### src/hw/rtl/assert_macros.svh
// ----------------------------------------------------------------------------
// assertion macros
// concurrent checks on the rising clock edge, with a disable on reset
// ----------------------------------------------------------------------------
`ifndef ASSERT_MACROS_SVH
`define ASSERT_MACROS_SVH

`ifndef SYNTHESIS

// property must hold at every clock edge outside reset
`define ASSERT_PROP(lbl, clk, rst, prop, msg) \
  lbl: assert property (@(posedge clk) disable iff (rst) prop) else $error(msg);

// condition must never be seen outside reset
`define ASSERT_NEVER(lbl, clk, rst, cond, msg) \
  lbl: assert property (@(posedge clk) disable iff (rst) !(cond)) else $error(msg);

`else

`define ASSERT_PROP(lbl, clk, rst, prop, msg)
`define ASSERT_NEVER(lbl, clk, rst, cond, msg)

`endif

`endif

### src/hw/rtl/msc_pkg.sv
// ----------------------------------------------------------------------------
// msc_pkg
// types and codes shared by the mosi snooping coherence controller
// ----------------------------------------------------------------------------
`default_nettype none

package msc_pkg;

  localparam int unsigned NUM_LINES_DEF = 256;
  localparam int unsigned LINE_INDEX_W  = 8;
  localparam int unsigned IDX_TBL_DEPTH = 1 << LINE_INDEX_W;

  // line states
  typedef enum logic [2:0] {
    ST_I  = 3'd0,
    ST_IS = 3'd1,
    ST_S  = 3'd2,
    ST_O  = 3'd3,
    ST_IM = 3'd4,
    ST_OM = 3'd5,
    ST_M  = 3'd6
  } line_state_t;

  // request types
  localparam logic [2:0] RQ_LOAD  = 3'd0;
  localparam logic [2:0] RQ_STORE = 3'd1;
  localparam logic [2:0] RQ_GETS  = 3'd2;
  localparam logic [2:0] RQ_GETM  = 3'd3;
  localparam logic [2:0] RQ_DATA  = 3'd4;

  // error codes
  localparam logic [1:0] ERR_NONE  = 2'd0;
  localparam logic [1:0] ERR_WAIT  = 2'd1;
  localparam logic [1:0] ERR_UNEXP = 2'd2;
  localparam logic [1:0] ERR_MOD   = 2'd3;

  typedef struct packed {
    logic [2:0]              req_type;
    logic [LINE_INDEX_W-1:0] line_index;
    logic [31:0]             addr;
    logic [3:0]              src_id;
    logic                    shared_in;
  } req_t;

  typedef struct packed {
    logic        issue_gets;
    logic        issue_getm;
    logic        data_to_proc;
    logic        data_on_bus;
    logic        assert_shared;
    logic [3:0]  data_dest;
    logic [31:0] out_addr;
    logic        miss;
    logic [1:0]  error_code;
    logic [2:0]  line_state;
  } rsp_t;

endpackage

`default_nettype wire

### src/hw/rtl/msc_line_fsm.sv
// ----------------------------------------------------------------------------
// msc_line_fsm
// mosi transition of one line: next state and response flags
// ----------------------------------------------------------------------------
`default_nettype none

module msc_line_fsm
  import msc_pkg::*;
(
  input  req_t        req,
  input  line_state_t cur_state,
  output line_state_t next_state,
  output rsp_t        rsp
);

  logic is_proc;
  logic is_snoop;
  logic is_data;

  assign is_proc  = (req.req_type == RQ_LOAD) || (req.req_type == RQ_STORE);
  assign is_snoop = (req.req_type == RQ_GETS) || (req.req_type == RQ_GETM);
  assign is_data  = (req.req_type == RQ_DATA);

  // next state
  always_comb begin
    next_state = cur_state;
    if (is_proc) begin
      case (cur_state)
        ST_I:    next_state = (req.req_type == RQ_STORE) ? ST_IM : ST_IS;
        ST_S:    next_state = (req.req_type == RQ_STORE) ? ST_IM : ST_S;
        ST_O:    next_state = (req.req_type == RQ_STORE) ? ST_OM : ST_O;
        default: next_state = cur_state;
      endcase
    end else if (is_snoop) begin
      case (cur_state)
        ST_S:    next_state = (req.req_type == RQ_GETM) ? ST_I : ST_S;
        ST_O:    next_state = (req.req_type == RQ_GETM) ? ST_I : ST_O;
        ST_M:    next_state = (req.req_type == RQ_GETM) ? ST_I : ST_O;
        default: next_state = cur_state;
      endcase
    end else if (is_data) begin
      case (cur_state)
        ST_IS:   next_state = ST_S;
        ST_IM:   next_state = ST_M;
        ST_OM:   next_state = ST_M;
        default: next_state = cur_state;
      endcase
    end
  end

  // response flags
  logic       gets, getm, to_proc, on_bus, assert_sh, miss;
  logic [1:0] err;

  always_comb begin
    gets      = 1'b0;
    getm      = 1'b0;
    to_proc   = 1'b0;
    on_bus    = 1'b0;
    assert_sh = 1'b0;
    miss      = 1'b0;
    err       = ERR_NONE;
    if (is_proc) begin
      case (cur_state)
        ST_I: begin
          getm = (req.req_type == RQ_STORE);
          gets = (req.req_type == RQ_LOAD);
          miss = 1'b1;
        end
        ST_S, ST_O: begin
          getm    = (req.req_type == RQ_STORE);
          miss    = (req.req_type == RQ_STORE);
          to_proc = (req.req_type == RQ_LOAD);
        end
        ST_M:    to_proc = 1'b1;
        default: err = ERR_WAIT;
      endcase
    end else if (is_snoop) begin
      case (cur_state)
        ST_O: begin
          assert_sh = 1'b1;
          on_bus    = 1'b1;
        end
        ST_OM, ST_M: begin
          // owner supplies only while nobody else holds the shared line
          assert_sh = !req.shared_in;
          on_bus    = !req.shared_in;
        end
        default: ;
      endcase
    end else if (is_data) begin
      case (cur_state)
        ST_IS, ST_IM, ST_OM: to_proc = 1'b1;
        ST_O:    err = ERR_UNEXP;
        ST_M:    err = ERR_MOD;
        default: ;
      endcase
    end else begin
      err = ERR_UNEXP;
    end

    rsp.issue_gets    = gets;
    rsp.issue_getm    = getm;
    rsp.data_to_proc  = to_proc;
    rsp.data_on_bus   = on_bus;
    rsp.assert_shared = assert_sh;
    rsp.data_dest     = on_bus ? req.src_id : 4'd0;
    rsp.out_addr      = (gets || getm || to_proc || on_bus) ? req.addr : 32'd0;
    rsp.miss          = miss;
    rsp.error_code    = err;
    rsp.line_state    = next_state;
  end

endmodule

`default_nettype wire

### src/hw/rtl/mosi_snoop_coherence_controller.sv
// ----------------------------------------------------------------------------
// mosi_snoop_coherence_controller
// mosi snooping coherence controller with a line state table in block memory
// ----------------------------------------------------------------------------
//
//   channel   direction   handshake             payload
//   -------   ---------   -------------------   --------------------------
//   request   in          req_valid/req_stall   req  (msc_pkg::req_t)
//   response  out         rsp_valid/rsp_stall   rsp  (msc_pkg::rsp_t)
//
// one request per cycle sustained while the response side does not stall.
// the memory read is registered with the request; the transition stage then
// works out the transition, writes the new state back and loads the response
// register. a request to the line just updated is served by forwarding the
// new state, since the memory read does not see that write. after reset a
// clearing pass writes every line to I, one line a cycle, with req_stall held
// high. a stalled response holds the transition stage, which then stalls requests.
// ----------------------------------------------------------------------------
`default_nettype none

`include "assert_macros.svh"

module mosi_snoop_coherence_controller
  import msc_pkg::*;
#(
  parameter int unsigned NUM_LINES = NUM_LINES_DEF
) (
  input  logic clk,
  input  logic rst,

  input  logic req_valid,
  output logic req_stall,
  input  req_t req,

  output logic rsp_valid,
  input  logic rsp_stall,
  output rsp_t rsp
);

  localparam int unsigned IDX_W = (NUM_LINES > 1) ? $clog2(NUM_LINES) : 1;

  // line index reduced modulo NUM_LINES, worked out at elaboration
  logic [IDX_W-1:0] idx_tbl [IDX_TBL_DEPTH];

  for (genvar i = 0; i < IDX_TBL_DEPTH; i++) begin : g_idx_tbl
    localparam int unsigned IDX_MOD = i % NUM_LINES;
    assign idx_tbl[i] = IDX_W'(IDX_MOD);
  end

  logic [IDX_W-1:0] req_idx;
  assign req_idx = idx_tbl[req.line_index];

  // clearing pass after reset
  logic             clr_active;
  logic [IDX_W-1:0] clr_cnt;

  always_ff @(posedge clk) begin
    if (rst) begin
      clr_active <= 1'b1;
      clr_cnt    <= '0;
    end else if (clr_active) begin
      if (clr_cnt == IDX_W'(NUM_LINES - 1)) begin
        clr_active <= 1'b0;
      end else begin
        clr_cnt <= clr_cnt + 1'b1;
      end
    end
  end

  // stage handshakes
  logic s1_valid;
  logic s1_fire;
  logic req_fire;
  logic rsp_free;

  assign rsp_free  = !rsp_valid || !rsp_stall;
  assign s1_fire   = s1_valid && rsp_free;
  assign req_stall = clr_active || (s1_valid && !s1_fire);
  assign req_fire  = req_valid && !req_stall;

  // transition stage registers
  req_t             s1_req;
  logic [IDX_W-1:0] s1_idx;
  line_state_t      s1_next;
  rsp_t             s1_rsp;

  always_ff @(posedge clk) begin
    if (rst) begin
      s1_valid <= 1'b0;
    end else if (req_fire) begin
      s1_valid <= 1'b1;
    end else if (s1_fire) begin
      s1_valid <= 1'b0;
    end
  end

  always_ff @(posedge clk) begin
    if (req_fire) begin
      s1_req <= req;
      s1_idx <= req_idx;
    end
  end

  // line state memory: one write port, one registered read port
  logic [2:0]       line_mem [NUM_LINES];
  logic [2:0]       rd_q;
  logic             mem_we;
  logic [IDX_W-1:0] mem_waddr;
  logic [2:0]       mem_wdata;

  assign mem_we    = clr_active || s1_fire;
  assign mem_waddr = clr_active ? clr_cnt : s1_idx;
  assign mem_wdata = clr_active ? 3'(ST_I) : 3'(s1_next);

  always_ff @(posedge clk) begin
    if (mem_we) begin
      line_mem[mem_waddr] <= mem_wdata;
    end
  end

  always_ff @(posedge clk) begin
    if (req_fire) begin
      rd_q <= line_mem[req_idx];
    end
  end

  // forwarding of a write back to the line being read in the same cycle
  logic        fwd_hit;
  line_state_t fwd_state;

  always_ff @(posedge clk) begin
    if (rst) begin
      fwd_hit <= 1'b0;
    end else if (req_fire) begin
      fwd_hit <= s1_fire && (s1_idx == req_idx);
    end
  end

  always_ff @(posedge clk) begin
    if (req_fire) begin
      fwd_state <= s1_next;
    end
  end

  logic [2:0]  cur_raw;
  line_state_t cur_state;

  assign cur_raw   = fwd_hit ? 3'(fwd_state) : rd_q;
  // a code past M reads as invalid
  assign cur_state = (cur_raw > 3'(ST_M)) ? ST_I : line_state_t'(cur_raw);

  msc_line_fsm u_fsm (
    .req        (s1_req),
    .cur_state  (cur_state),
    .next_state (s1_next),
    .rsp        (s1_rsp)
  );

  // response register
  always_ff @(posedge clk) begin
    if (rst) begin
      rsp_valid <= 1'b0;
    end else if (s1_fire) begin
      rsp_valid <= 1'b1;
    end else if (!rsp_stall) begin
      rsp_valid <= 1'b0;
    end
  end

  always_ff @(posedge clk) begin
    if (s1_fire) begin
      rsp <= s1_rsp;
    end
  end

  // checks
  `ASSERT_NEVER(a_no_wb_in_clear, clk, rst, clr_active && s1_valid,
    "transition stage busy during clearing pass")
  `ASSERT_PROP(a_fwd_state, clk, rst,
    (req_fire && s1_fire && (s1_idx == req_idx)) |=> (cur_state == $past(s1_next)),
    "back to back request to the same line missed the new state")
  `ASSERT_PROP(a_err_no_msg, clk, rst,
    (rsp_valid && (rsp.error_code != ERR_NONE)) |->
      !(rsp.issue_gets || rsp.issue_getm || rsp.data_to_proc || rsp.data_on_bus),
    "error response carries a message")
  `ASSERT_PROP(a_clr_length, clk, rst,
    $fell(clr_active) |-> ($past(clr_cnt) == IDX_W'(NUM_LINES - 1)),
    "clearing pass ended before the last line")

endmodule

`default_nettype wire

### config.mk
export PLATFORM = sky130hd
export DESIGN_NAME = mosi_snoop_coherence_controller
export DESIGN_NICKNAME = d
export VERILOG_FILES = /design/src/hw/rtl/msc_pkg.sv /design/src/hw/rtl/msc_line_fsm.sv /design/src/hw/rtl/mosi_snoop_coherence_controller.sv
export VERILOG_INCLUDE_DIRS = /design/src /design/src/hw/rtl
export SDC_FILE = /design/constraint.sdc
export NUM_CORES = 1
export LEC_CHECK = 0
export BUFFER_PORTS_ARGS = -buffer_cell sky130_fd_sc_hd__buf_4
export CAP_MARGIN = 10
export CORE_MARGIN = 10
export CORE_UTILIZATION = 30
export DETAILED_ROUTE_END_ITERATION = 7
export PLACE_DENSITY_LB_ADDON = 0.05
export SETUP_SLACK_MARGIN = 0.5
export SLEW_MARGIN = 10
export SYNTH_ARGS = -nofsm -noshare
export SYNTH_HDL_FRONTEND = slang
export SYNTH_SLANG_ARGS = --single-unit
### constraint.sdc
create_clock -name clk -period 16.42 [get_ports clk]
set_input_delay 0.821 -clock clk [delete_from_list [all_inputs] [get_ports clk]]
set_output_delay 0.821 -clock clk [all_outputs]
set_load 0.02 [all_outputs]
==> impl.org, run 1 <==
** STA
- Count of final hold-check violations :: 0
- Final worst-path cycle share :: 27.6%
- The smallest clock period supported by the final layout is computed as 4530 ps.
- Setup violations remaining at the end of the flow were counted as 0.
- Max-slew violation total from the final report :: 0
- Setup skew after layout :: 14.2 ps
- Rel. slew slack :: 14.1%
- Final setup margin :: 11890 ps
- In the final timing run, aggregate negative setup slack is 0 ps.
- Setup repair after global routing left no endpoint under its margin.
- Fmax :: 221 MHz
- Worst Max-Slew Pin Slew :: 1270 ps

** Floorplan
- For this configuration, the core starts out at a cell density of 30.2%.
- Horiz. Die Dim :: 362 um
- The core region is 116000 sq um.
- The floorplan step set the die height to 362 um.
- The floorplan has 125 rows.
- In this run the count of I/O pins placed on the die edge is 101.
- The floorplan step defined a die boundary enclosing 131000 sq um.

** Final layout
- Seq. cell area :: 26300 sq um
- Multi-input gate area in the final layout :: 8130 sq um
- At the end of the flow, the number of nets in the layout was 2064.
- The layout has 10940 filler cells.
- Utilization of the core after routing :: 35.0%
- Total non-filler cell area in the finished layout :: 40700 sq um
- Of the cells placed in the final design, the portion with a size suffix greater than 1 is 23.7%.
- Layout area overhead :: 16.1%

** Route
- In the final routed layout, each cell accounts on average for 27.0 um.
- DRC violations left :: 0
- Total vias in the final route :: 17870
- Drt initial violations :: 1492
- Routed wire length :: 97700 um
- Ratio of routed vias to standard cells :: 4.94
- For this run, the detailed router's first-pass iteration total came to 5.
- Number of nets with antenna violations after detailed routing :: 0

** Synth
- Average cell area after synthesis :: 18.5 sq um
- Counting flops and latches in the post-synthesis netlist gives 880.
- Among all flip-flop cells after synthesis, the most frequent one is sky130_fd_sc_hd__edfxtp_1.
- Yosys Warn Count :: 0
- Of all flip-flops after synthesis, the portion carrying an async set or reset was 0%.
- Number of instances in the synthesized netlist :: 1893
- Seq/Total Area, Yosys :: 75.1%
- The mapped netlist covers 35000 sq um.
- Distinct cells, synth :: 57
- The synthesized design contains 868 enable-type register cells.
- The number of nets in the synthesized netlist is 1946.

** Pwr
- Of the total power, the clock network draws 46.3%.
- Static leakage power :: 0.0145 uW
- Sw frac :: 20.7%
- IR analysis of the VDD net gives a maximum drop of 0.0000811 V.
- Switching power :: 990 uW
- Internal power comes to 3790 uW.
- Pwr/cell area :: 118 nW/um^2
- Of the total power, registers draw 51.0%.
- Combinational cells account for 2.7% of the total power.

** GRT
- Number of antenna violations at the first check in global routing :: 6
- Total global-route track usage :: 14.7%
- After global routing the overflow that remains totals 0.
- Entering global routing, the biggest net connects 206 pins.
- The number of global-route vias before repair is 18903.
- The first global-routing pass estimated 140000 um of wire.

** CTS
- After clock tree synthesis, the repair step resized 0 gates.
- Clock transition at the registers of the reported paths :: 60 ps
- Clock buffer count from CTS :: 101
- Counting every sink on the clock net gives 880.
- In this run, post-CTS hold repair placed 0 buffers.
- The H-tree generated during clock tree synthesis spans 3 levels.
- Cell at the root of the clock tree :: sky130_fd_sc_hd__clkbuf_16
- TritonCTS built the clock tree.
- Clock tree buffer depth :: 3
- Worst skew pair latency :: 670 ps
- Buffers added to address setup during post-CTS repair amount to 0.

** Worst setup path
- The startpoint identified for the worst register-to-register timing path is fwd_hit.
- In this run the critical register-to-register path is captured at line_mem[48][0].
- Along the worst path, the maximum fanout reaches 90.
- FF-to-FF setup slack :: 11890 ps
- The critical path in this run is classified as reg2reg.
- Crit end category :: register
- The worst setup path is launched from a register.
- Measured in cells, the most critical reg-to-reg path has a length of 8.
- For the worst setup path, the data arrival time is 4850 ps.
- CP startpoint :: fwd_hit
- Req. time, crit path :: 16750 ps

** Worst hold path
- Counting instances, the worst hold path has a depth of 1.
- Endpoint with the worst hold slack :: s1_req[36]
- Hold wc startpoint :: req[36]
- Worst min-delay path category :: in2reg

** Placed design
- At the placement stage, the worst setup path has a slack of 11160 ps.
- Placer Congestion :: 0.781
- In this run the cell area measured after placement is 37400 sq um.
- Summed over all nets, the half-perimeter wirelength after detailed placement is 58100 um.
- Count of input and output buffers :: 100

** Job
- The tool flagged a number of max-cap violations equal to 0.

** Outcome
- The run finished with clean final reports.
[power by group through the flow]
stage	sequential, uW	combinational (uW)	clock, uW
2_1_floorplan	2480	75.0	0
3_3_place_gp	2480	130	0
3_5_place_dp	2480	130	0
4_1_cts	2440	130	2280
5_1_grt	2440	135	2370
6_report	2440	127	2210
[worst max path at each step]
stage	end	slack (ps)	depth (start not counted)
after floorplan	line_mem[0][1]	3580	6
after global placement	rd_q[1]	11190	8
after detailed placement	rd_q[1]	11160	8
after CTS	line_mem[56][0]	11790	8
after global routing	line_mem[2][0]	11470	8
final	line_mem[48][0]	11890	8
[final cells by class]
| type | count | share of cell area [%] |
|---|---|---|
| flip-flops and latches | 880 | 64.7 |
| multi-input cells | 885 | 20.0 |
| clock buffers | 116 | 6.56 |
| well taps | 1524 | 4.69 |
| repair buffers | 131 | 2.52 |
| clock inverters | 68 | 1.42 |
| inverters | 12 | 0.111 |
| diodes | 1 | 0.00615 |
[metal layers]
metal / GRT usage [%] / up-vias / part of all wire, %
li1: - / 7803 / -
met1: 20.2 / 9457 / 45
met2: 23.6 / 469 / 47
met3: 3.16 / 141 / 5.1
met4: 4.05 / 0 / 2.4
met5: 0 / - / 0
[cells in the final DEF, fill, tap and decap left out, drive strengths merged, types with 7 or more instances in the layout]
master and n:
mux2 15, nor2b 18, o221ai 8, a22o 8, clkbuf 116, edfxtp 868, buf 131, o21ai 19
xnor2 11, nor2 292, nand2b 11, mux2i 29, mux4 191, bufinv 10, dfxtp 12, nand3 12
a21oi 26, o311ai 8, nor4 7, clkinv 52, and2 39, a22oi 27, nand4 7, inv 12
a221oi 7, nand2 74
[kinds of logic after synthesis]
family	Yosys count	synth area share [%]
AND/OR/NAND/NOR	482	5.98
flip-flops	880	75.1
AO/OA/AOI/OAI	153	3.12
multiplexers	235	13.6
XOR/XNOR	14	0.350
adder cells (fa/ha/maj)	1	0.0357
buffers and inverters	128	1.81
[sequential cells by signal (all words and copies together), names as in the netlist]
name / cells
clr_active: 1
clr_cnt: 8
fwd_hit: 1
fwd_state: 3
line_mem: 768
rd_q: 3
rsp: 46
rsp_valid: 1
s1_idx: 8
s1_req: 40
s1_valid: 1
[Yosys cell counts (18+ instances only)]
library cell                 n  area, sq um
sky130_fd_sc_hd__edfxtp_1  868        26100
sky130_fd_sc_hd__nor2_1    292         1100
sky130_fd_sc_hd__mux4_2    191         4300
sky130_fd_sc_hd__nand2_1    74          278
sky130_fd_sc_hd__clkbuf_1   64          240
sky130_fd_sc_hd__and2_1     39          244
sky130_fd_sc_hd__mux2i_1    28          280
sky130_fd_sc_hd__a22oi_1    27          203
sky130_fd_sc_hd__a21oi_1    26          130
sky130_fd_sc_hd__buf_2      18         90.1
sky130_fd_sc_hd__nor2b_1    18          113
sky130_fd_sc_hd__o21ai_0    18         90.1
[worst max-delay path: stages (launching register included)]
cell and delay [ps]:
sky130_fd_sc_hd__dfxtp_1 500, sky130_fd_sc_hd__mux2i_1 790, sky130_fd_sc_hd__nand2_1 160, sky130_fd_sc_hd__o41ai_1 110, sky130_fd_sc_hd__nand2_1 90, sky130_fd_sc_hd__o211ai_1 210
sky130_fd_sc_hd__nor2b_4 630, sky130_fd_sc_hd__buf_4 730, sky130_fd_sc_hd__buf_4 860
[per-stage QoR]
step           hold WS, ps  power [uW]  instances
3_3_place_gp           498        2610       3432
6_report               326        4780       3617
4_1_cts                268        4850       3616
5_1_grt                282        4940       3616
2_1_floorplan          480        2560       1893
3_5_place_dp           502        2610       3432
No activity file was read; power rests on OpenSTA's default activity.
==> inputs of run 2 (changes only) <==
Settings changed: ABC_AREA set to 1.
Clock period 16.42 ns to 4.08 ns, I/O delays scaled along.
==> run 2 against run 1 <==
Against the previous run: global-route usage rose by 1.8 points; flip-flop and latch count unchanged; wire length increased by 17%; final cell count is 38% higher; worst setup slack worse by 11000 ps; critical path depth shrank 1; worst hold slack worse by 210 ps; register-to-register slack got worse by 11000 ps; fmax up 36%; clock skew is 13 ps higher; clock-buffer cell count rose by 11; critical path type unchanged; largest power group unchanged.
==> impl.org, run 2 <==
** Outcome
- The run finished with clean final reports.

** CTS
- Buffers inserted during clock tree synthesis total 102.
- TritonCTS built the clock tree.
- After clock tree synthesis, the clock-pin slew on the worst setup and hold paths is 50 ps.
- CTS placed an instance of sky130_fd_sc_hd__clkbuf_16 at the clock tree root.
- Gates resized during post-CTS repair numbered 0.
- CTS sink cnt :: 880
- Clock tree buffer depth :: 3
- Worst skew pair latency :: 680 ps
- Count of H-tree levels built during CTS :: 3

** STA
- Setup violations remaining at the end of the flow were counted as 0.
- Post-layout minimum cycle time :: 3320 ps
- Rel. slew slack :: 33.9%
- Fmax :: 301 MHz
- Setup repair after global routing missed its margin :: false
- At the pin with the least slew margin, the transition time is 990 ps.
- Max-slew violation total from the final report :: 0
- The final count of hold timing violations came to 0.
- In the post-route analysis, the smallest setup slack over all paths is 759 ps.
- Final worst-path cycle share :: 81.4%
- On the final layout, the worst clock skew is 27.4 ps.
- Across all hold checks on the routed design, the worst slack comes to 117 ps.

** GRT
- Total global-route track usage :: 16.5%
- Vias in the first global route :: 24736
- Entering global routing, the biggest net connects 167 pins.
- Number of antenna violations at the first check in global routing :: 2
- Overflow after GRT :: 0
- Global-route wire length before repair :: 167000 um

** Placed design
- Count of input and output buffers :: 100
- The wire-length estimate of the detail-placed layout is 70100 um.
- Placer Congestion :: 0.821
- Pre-CTS worst setup slack :: 802 ps

** Final layout
- Leaving out fill and tap cells, the most frequent cells in the layout are sky130_fd_sc_hd__nand2_1 (881), sky130_fd_sc_hd__edfxtp_1 (868), sky130_fd_sc_hd__nand3_1 (746).
- The net count of the finished layout is 3342.
- Fill cells in the final layout number 11893.
- N_diodes :: 0
- Share of layout cells above drive strength 1 :: 10.1%
- The largest registers in the layout are line_mem x768, rsp x46, s1_req x40.
- Utilization of the core after routing :: 35.7%
- Layout area overhead :: 18.1%
- In the final layout, the multi-input gates occupy 8910 sq um.
- Register containing the most flip-flops in the final layout :: line_mem
- Leaving out fill and tap cells, the most frequent cell in the layout is sky130_fd_sc_hd__nand2_1.
- Largest register FFs :: 768
- Registers take 26300 sq um.

** Floorplan
- The floorplan step defined a die boundary enclosing 135000 sq um.
- Num rows :: 127
- Area of the placeable core :: 120000 sq um
- Horiz. Die Dim :: 367 um
- The initial utilization of the core area, before any placement, comes to 30.2%.
- 101 I/O pins were placed.
- The die is 367 um tall.

** Synth
- FF+latch count, synth :: 880
- Average cell area after synthesis :: 11.4 sq um
- Post-synth net total :: 3222
- Number of instances in the synthesized netlist :: 3169
- Most numerous cell in the Yosys netlist :: sky130_fd_sc_hd__nand2_1
- Sorting the synthesized cells by area gives the leading types as sky130_fd_sc_hd__edfxtp_1 (72%), sky130_fd_sc_hd__nand3_1 (10%), sky130_fd_sc_hd__nand2_1 (9.2%), sky130_fd_sc_hd__nor2_1 (3.1%), sky130_fd_sc_hd__clkbuf_1 (1.3%).
- The Yosys step of the flow raised 0 warnings.
- The synthesized netlist occupies a cell area of 36200 sq um.
- For this run, asynchronously set or reset flops after synthesis account for 0%.
- The biggest area contributor in the post-synthesis netlist is sky130_fd_sc_hd__edfxtp_1.
- Top cell type's share of synthesized area :: 72.0%
- The number of different library cells used by synthesis comes to 36.
- In this run, synthesis inferred 868 flip-flops with an integrated enable.
- Most used flip-flop cell after synthesis :: sky130_fd_sc_hd__edfxtp_1
- Sequential cells were found to cover 72.7% of the synthesized design area.
- Leading post-synthesis cells by instance count :: sky130_fd_sc_hd__nand2_1 (883), sky130_fd_sc_hd__edfxtp_1 (868), sky130_fd_sc_hd__nand3_1 (746)

** Pwr
- Dividing total power by cell area gives a power density of 461 nW/um^2.
- Overall power consumption after layout is estimated at 19700 uW.
- In this run the static leakage power is 0.0150 uW.
- Peak supply drop :: 0.000295 V

** Worst hold path
- Counting instances, the worst hold path has a depth of 3.
- In this run the most critical hold path is launched from req_valid.
- Endpoint with the worst hold slack :: s1_req[0]
- Worst min-delay path category :: in2reg

** Worst setup path
- Along the worst path, the maximum fanout reaches 38.
- At the worst endpoint, the required time is 4510 ps.
- The worst register-to-register path ends at line_mem[26][1].
- The worst setup path is launched from a register.
- For this run, the slowest stage of the critical path takes 740 ps.
- Cell count of the worst reg-to-reg path :: 7
- Crit end category :: register
- CP most frequent cell :: sky130_fd_sc_hd__o21ai_0
- FF-to-FF setup slack :: 760 ps
- The critical path is of the reg2reg type.
- Data arrives at the worst endpoint at 3750 ps.
- Worst r2r src :: rd_q[1]
- Walking the worst path, the cells encountered are o21ai_1, o21ai_0, o21ai_0, nand2_1, a31oi_1, and2_4, buf_4.
- The slowest stage of the critical path is the sky130_fd_sc_hd__and2_4 cell.

** Route
- Dividing the detail-routed via count by the number of cells gives 4.92.
- Total vias in the final route :: 24490
- DRC violations left :: 0
- The count of nets left with antenna violations once routing finished came out at 0.
- Drt initial violations :: 1828
- The final layout contains routed wiring with a total length of 114000 um.
- Count of TritonRoute iterations in the first routing pass :: 5
- In the final routed layout, each cell accounts on average for 23.0 um.

** Job
- Max-cap violations in this run came to 0.
[run 2: cell types whose count changed in the layout (fill, tap and decap cells not counted), sizes merged, moves of 15 or more]
| cell | change |
|---|---|
| mux2i | -29 |
| nand2 | +810 |
| nand3 | +734 |
| dlygate4sd3 | +46 |
| nor2b | -18 |
| buf | +46 |
| a22oi | -26 |
| mux4 | -191 |
| and2 | -38 |
| inv | +43 |
| a21boi | +30 |
| mux2 | -15 |
[run 2: worst max-delay path by stage]
stage	from	end	slack, ps
floorplan	fwd_hit	line_mem[0][0]	-50
global placement	rd_q[1]	line_mem[2][1]	750
detailed placement	rd_q[1]	line_mem[2][1]	800
CTS	rd_q[1]	line_mem[29][1]	760
global route	rd_q[1]	line_mem[1][1]	570
finish	rd_q[1]	line_mem[26][1]	760
[run 2: cells by family after synthesis]
family	after synthesis	synth area share (%)
buf+inv	259	2.86
simple gates	1947	23.0
xor+xnor	4	0.0968
flops	880	72.7
compound gates	78	1.35
fa+ha+maj	1	0.0346
[run 2: stage by stage]
| step | TNS, ps | std cells | instance area [sq um] |
|---|---|---|---|
| after floorplan | -12080 | 3169 | 36200 |
| after global placement | 0 | 4751 | 39000 |
| after detailed placement | 0 | 4751 | 39000 |
| after CTS | 0 | 4980 | 42800 |
| after global routing | 0 | 4980 | 42800 |
| final | 0 | 4980 | 42800 |
[run 2: what timing repair did]
action	CTS	global route
hold buffers	46	0
setup buffers	0	0
endpoints found under the hold margin	58	0
[run 2: area by class of cell]
class | instances | area share [%]
Clock buffer | 127 | 6.34
Clock inverter | 56 | 1.25
Inverter | 52 | 0.492
Multi-Input combinational cell | 2030 | 20.8
Sequential cell | 880 | 61.5
Tap cell | 1612 | 4.72
Timing Repair Buffer | 223 | 4.83
[run 2: worst max-delay path: cells and delay by family (launching register included)]
family / cells / cell delay [ps]
flops: 1 / 450
buf+inv: 1 / 480
simple gates: 2 / 810
compound gates: 4 / 1310
[run 2: where the power goes]
part | internal (uW) | switching (uW) | total (uW)
logic | 283 | 687 | 970
registers | 9800 | 4.94 | 9810
clock network | 5300 | 3600 | 8910
total | 15400 | 4300 | 19700
[run 2: metal layers]
layer	wire length, um	share of wire (%)	track usage (%)	vias to the layer above
met5	0	0	0	-
met3	5450	4.8	2.78	177
met1	53400	47	22.9	12242
met2	52400	46	26.5	689
li1	-	-	-	11382
met4	3110	2.7	4.64	0
